===== src/hdl/slot_free_list_allocator_core_assert.svh =====
// Assertion macros for the slot free-list allocator core.
// Used by the top level only; the checks fold away when SYNTHESIS is defined.
`ifndef SLOT_FREE_LIST_ALLOCATOR_CORE_ASSERT_SVH
`define SLOT_FREE_LIST_ALLOCATOR_CORE_ASSERT_SVH

`ifndef SYNTHESIS

// Same-cycle implication, sampled on i_clk and disabled during reset.
`define SFLA_ASSERT_IMP(lbl, ante, cons) \
    lbl: assert property (@(posedge i_clk) disable iff (!i_rst_n) (ante) |-> (cons)) \
        else $error("slot allocator check failed");

// Next-cycle implication, sampled on i_clk and disabled during reset.
`define SFLA_ASSERT_NXT(lbl, ante, cons) \
    lbl: assert property (@(posedge i_clk) disable iff (!i_rst_n) (ante) |=> (cons)) \
        else $error("slot allocator check failed");

`else

`define SFLA_ASSERT_IMP(lbl, ante, cons)
`define SFLA_ASSERT_NXT(lbl, ante, cons)

`endif

`endif


===== src/hdl/sfla_pkg.sv =====
// Shared types and constants of the slot free-list allocator.
// Used by sfla_ctrl, sfla_dp and slot_free_list_allocator_core; depends on nothing.
package sfla_pkg;

    localparam int SLOTS  = 16384;
    localparam int SLOT_W = 14;
    localparam int CNT_W  = 15;
    localparam int LOCK_W = 13;
    localparam int OWN_W  = 32;

    localparam logic MODE_ALLOC   = 1'b0;
    localparam logic MODE_RELEASE = 1'b1;

    typedef enum logic [1:0] {
        ST_OK        = 2'd0,
        ST_EXHAUSTED = 2'd1,
        ST_BAD_INDEX = 2'd2
    } t_status;

    // Commands from the controller to the datapath.
    typedef struct packed {
        logic init_wr;
        logic load;
        logic exec;
    } t_cmd;

    // Status from the datapath to the controller.
    typedef struct packed {
        logic clr_last;
        logic out_free;
    } t_sts;

endpackage


===== src/hdl/sfla_ctrl.sv =====
// Controller of the slot free-list allocator: link memory init, accept, execute.
// Depends on sfla_pkg.
module sfla_ctrl (
    input  logic          i_clk,
    input  logic          i_rst_n,
    input  logic          i_req_valid,
    output logic          o_req_ready,
    input  sfla_pkg::t_sts i_sts,
    output sfla_pkg::t_cmd o_cmd
);
    import sfla_pkg::*;

    typedef enum logic [1:0] {
        S_INIT,
        S_IDLE,
        S_EXEC
    } t_state;

    t_state r_state;

    assign o_req_ready  = (r_state == S_IDLE) && i_sts.out_free;
    assign o_cmd.init_wr = (r_state == S_INIT);
    assign o_cmd.load    = i_req_valid && o_req_ready;
    assign o_cmd.exec    = (r_state == S_EXEC);

    always_ff @(posedge i_clk) begin
        if (!i_rst_n) begin
            r_state <= S_INIT;
        end else begin
            case (r_state)
                S_INIT: begin
                    if (i_sts.clr_last) begin
                        r_state <= S_IDLE;
                    end
                end
                S_IDLE: begin
                    if (o_cmd.load) begin
                        r_state <= S_EXEC;
                    end
                end
                S_EXEC: begin
                    r_state <= S_IDLE;
                end
                default: begin
                    r_state <= S_INIT;
                end
            endcase
        end
    end

endmodule


===== config.mk =====
export PLATFORM = sky130hd
export DESIGN_NAME = sfla_ctrl
export DESIGN_NICKNAME = d
export VERILOG_FILES = /design/src/hdl/slot_free_list_allocator_core_assert.svh /design/src/hdl/sfla_pkg.sv /design/src/hdl/sfla_ctrl.sv
export SDC_FILE = /design/constraint.sdc
export NUM_CORES = 1
export LEC_CHECK = 0
export BUFFER_PORTS_ARGS = -buffer_cell sky130_fd_sc_hd__buf_4
export CORE_AREA = 2 2 39 41
export CTS_BUF_LIST = sky130_fd_sc_hd__clkbuf_8
export CTS_CLUSTER_SIZE = 30
export DETAILED_ROUTE_END_ITERATION = 16
export DIE_AREA = 0 0 41 43
export PLACE_DENSITY_LB_ADDON = 0.3
export SLEW_MARGIN = 20
export SYNTH_ARGS = -nofsm -noshare
export SYNTH_HDL_FRONTEND = slang
export SYNTH_SLANG_ARGS = --single-unit

===== constraint.sdc =====
create_clock -name i_clk -period 0.98 [get_ports i_clk]
set_input_delay 0.147 -clock i_clk [delete_from_list [all_inputs] [get_ports i_clk]]
set_output_delay 0.147 -clock i_clk [all_outputs]
set_load 0.02 [all_outputs]

==> flow_metrics.py <==
metrics = {
    "run_status": {
        "status": "complete, but fails checks",
        "violations": "setup timing",
    },
    "timing": {
        "maxSlewHeadroom_pct": 87.6,
        "report.final.slew_viol_count": 0,
        "rsz0062_at_grt": "true",
        "min_period_ns": 1.09,
        "hold_viol_final": 0,
        "fin_ws_ns": -0.113,
        "fin_setup_tns_ns": -0.172,
        "fmax_mhz": 915,
        "timing.final.crit_share_pct": 111,
        "worstMarginPinSlew_ns": 0.185,
        "finalSetupViolations": 3,
        "finClkSkew_ns": 0.0000467,
    },
    "final_layout": {
        "reg.largest.list": "r_state x2",
        "antennaDiodeCount": 0,
        "drive_above_1_share_pct": 82.6,
        "top_register": "r_state",
        "largest_reg_flops": 2,
        "syn2layout_area_growth_pct": 159,
        "final_nets": 30,
    },
    "routing": {
        "wl_met2_um": 129,
        "drc": 0,
        "drtIter0Drc": 0,
        "ant_nets": 0,
        "wl_met1_um": 182,
        "drt_pass1_iterations": 1,
        "via_per_inst": 3.38,
        "met3_length_um": 21,
        "num_vias": 132,
        "routed.top_layer": "met4",
        "wl_per_cell_um": 9.00,
        "drt-total-wl_um": 351,
    },
    "worst_setup_path": {
        "worstPathArrival_ns": 0.95,
        "cp_max_fo": 5,
        "ff2ff_path_depth": 3,
        "worstSetupStartpointType": "flip-flop",
        "crit_start": "r_state[1]$_SDFFE_PN0P_",
        "timing.rr.end": "r_state[1]$_SDFFE_PN0P_",
        "crit_type": "reg2out",
        "critPathCaptureType": "primary output",
        "reg2reg_slack_ns": 0.04,
        "rr_startpoint": "r_state[1]$_SDFFE_PN0P_",
        "cp_data_required_time_ns": 0.83,
    },
    "synth": {
        "synthTopCellsByArea": "dfxtp_1 (41%), and3b_2 (10%), and4b_1 (10%)",
        "synth.distinct_cells": 9,
        "syn_inst": 10,
        "ys_seq_area_share_pct": 41.0,
        "syn_area_um2": 97.6,
        "synth_top_area_share_pct": 41.0,
        "avgSynthCellArea_um2": 9.76,
        "ys_ff_latch": 2,
        "synthArstFlopShare_pct": 0,
        "synth_nets": 15,
        "synth_most_common_cell": "dfxtp_1",
        "ys_warn_count": 0,
        "synthFlopType": "dfxtp_1",
        "synth_top_area_cell": "dfxtp_1",
        "synth_edf_count": 0,
    },
    "pwr": {
        "comb_power_share_pct": 12.7,
        "pwr-share-clk_pct": 67.9,
        "seq_power_share_pct": 19.4,
        "power_density_mw_per_mm2": 1910,
        "p_sw_w": 0.0000984,
        "netSwitchingFraction_pct": 20.4,
        "ir_worst_vdd_uv": 543,
        "power.leakage_nw": 0.123,
        "power_w": 0.000482,
        "internal_power_w": 0.000384,
    },
    "grt": {
        "grt_usage_pct": 5.11,
        "grt_antenna_before_repair": 0,
        "gr-total-overflow": 0,
        "grt_pass1_wl_um": 496,
        "grt_max_degree": 7,
        "grt_pass1_vias": 119,
    },
    "hold_path": {
        "hold_depth": 2,
        "min_path_type": "in2reg",
        "hp-start": "i_rst_n",
        "whs_endpoint": "r_state[1]$_SDFFE_PN0P_",
    },
    "place": {
        "gp_congestion": 0.587,
        "port_buffers": 8,
    },
    "floorplanning": {
        "die_w_um": 41,
        "die_y_um": 43,
        "initial_core_util_pct": 7.05,
        "num_rows": 14,
        "ioPinCount": 9,
        "fp.coreArea_mm2": 0.00138,
        "fp.dieArea_mm2": 0.00176,
    },
    "clocking": {
        "h-tree-depth": 1,
        "cts.sinks": 2,
        "root_buffer": "clkbuf_8",
        "clock_latency_ns": 0.21,
        "cts_tree": "done",
        "clk_pin_slew_ns": 0.03,
        "cts_made_buffers": 3,
        "clock_path_buffers": 2,
    },
    "job": {
        "cap_violations": 0,
    },
}
cells in the final DEF, fill, tap and decap left out:
cell type,netlist,layout
and4b_1,1,1
dfxtp_2,0,2
nor2_1,1,1
a21oi_1,1,1
buf_4,0,7
and2_4,0,1
nor2b_2,0,1
and3b_2,1,1
buf_6,0,3
o31ai_1,1,1
a21o_2,1,1
clkbuf_8,0,3
worst max-delay path by stage:
stage,end
after global placement,o_cmd[1]
final,o_cmd[1]
after global routing,o_cmd[1]
after floorplan,r_state[1]$_SDFFE_PN0P_
after CTS,o_cmd[1]
after detailed placement,o_cmd[1]
metal layers:
metal,vias up,track usage [%]
li1,63,-
met1,56,6.05
met2,11,4.38
met3,2,1.57
met4,0,10.0
met5,-,0
through the flow:
stage                     hold slack (ns)  cell area (µm²)  utilization (%)  worst slack, ns  std cells
after floorplan                     0.269             97.6                -           0.0567         10
after global routing                0.171              253             18.3           -0.154         39
final                               0.167              253             18.3           -0.113         39
after global placement              0.365              178             12.8           0.0899         34
after detailed placement            0.382              178             12.8           0.0633         34
after CTS                           0.162              244             17.6           -0.113         39
repair_timing:
item / CTS / global route
pin swaps: 0 / 1
resized for setup: 4 / 3
hold buffers: 0 / 0
buffers inserted: 2 / 0
endpoints found under the setup margin: 3 / 5
critical path, cell delays in order, from the launching register on:
cell and delay (ns):
dfxtp_2 0.32, and4b_1 0.28, buf_6 0.13
power groups by stage:
stage	clock [W]	combinational (W)	sequential, W
4_1_cts	0.000341	0.0000600	0.0000929
5_1_grt	0.000350	0.0000656	0.0000944
2_1_floorplan	0	0.0000245	0.0000920
6_report	0.000328	0.0000610	0.0000936
3_5_place_dp	0	0.0000530	0.0000931
3_3_place_gp	0	0.0000520	0.0000926
cells by family after synthesis:
group | count (synthesis) | share of synthesized area, %
DFF | 2 | 41.0
and+or+nand+nor | 5 | 37.2
AOI/OAI and AO/OA | 3 | 21.8
cell type report:
| class | instances | area (µm²) |
|---|---|---|
| Timing Repair Buffer | 10 | 86.3 |
| Tap cell | 16 | 20.0 |
| Fill cell | 154 | 1130 |
| Clock buffer | 3 | 41.3 |
| Sequential cell | 2 | 42.5 |
| Multi-Input combinational cell | 8 | 62.6 |
Power figures use the tool's default switching activity.
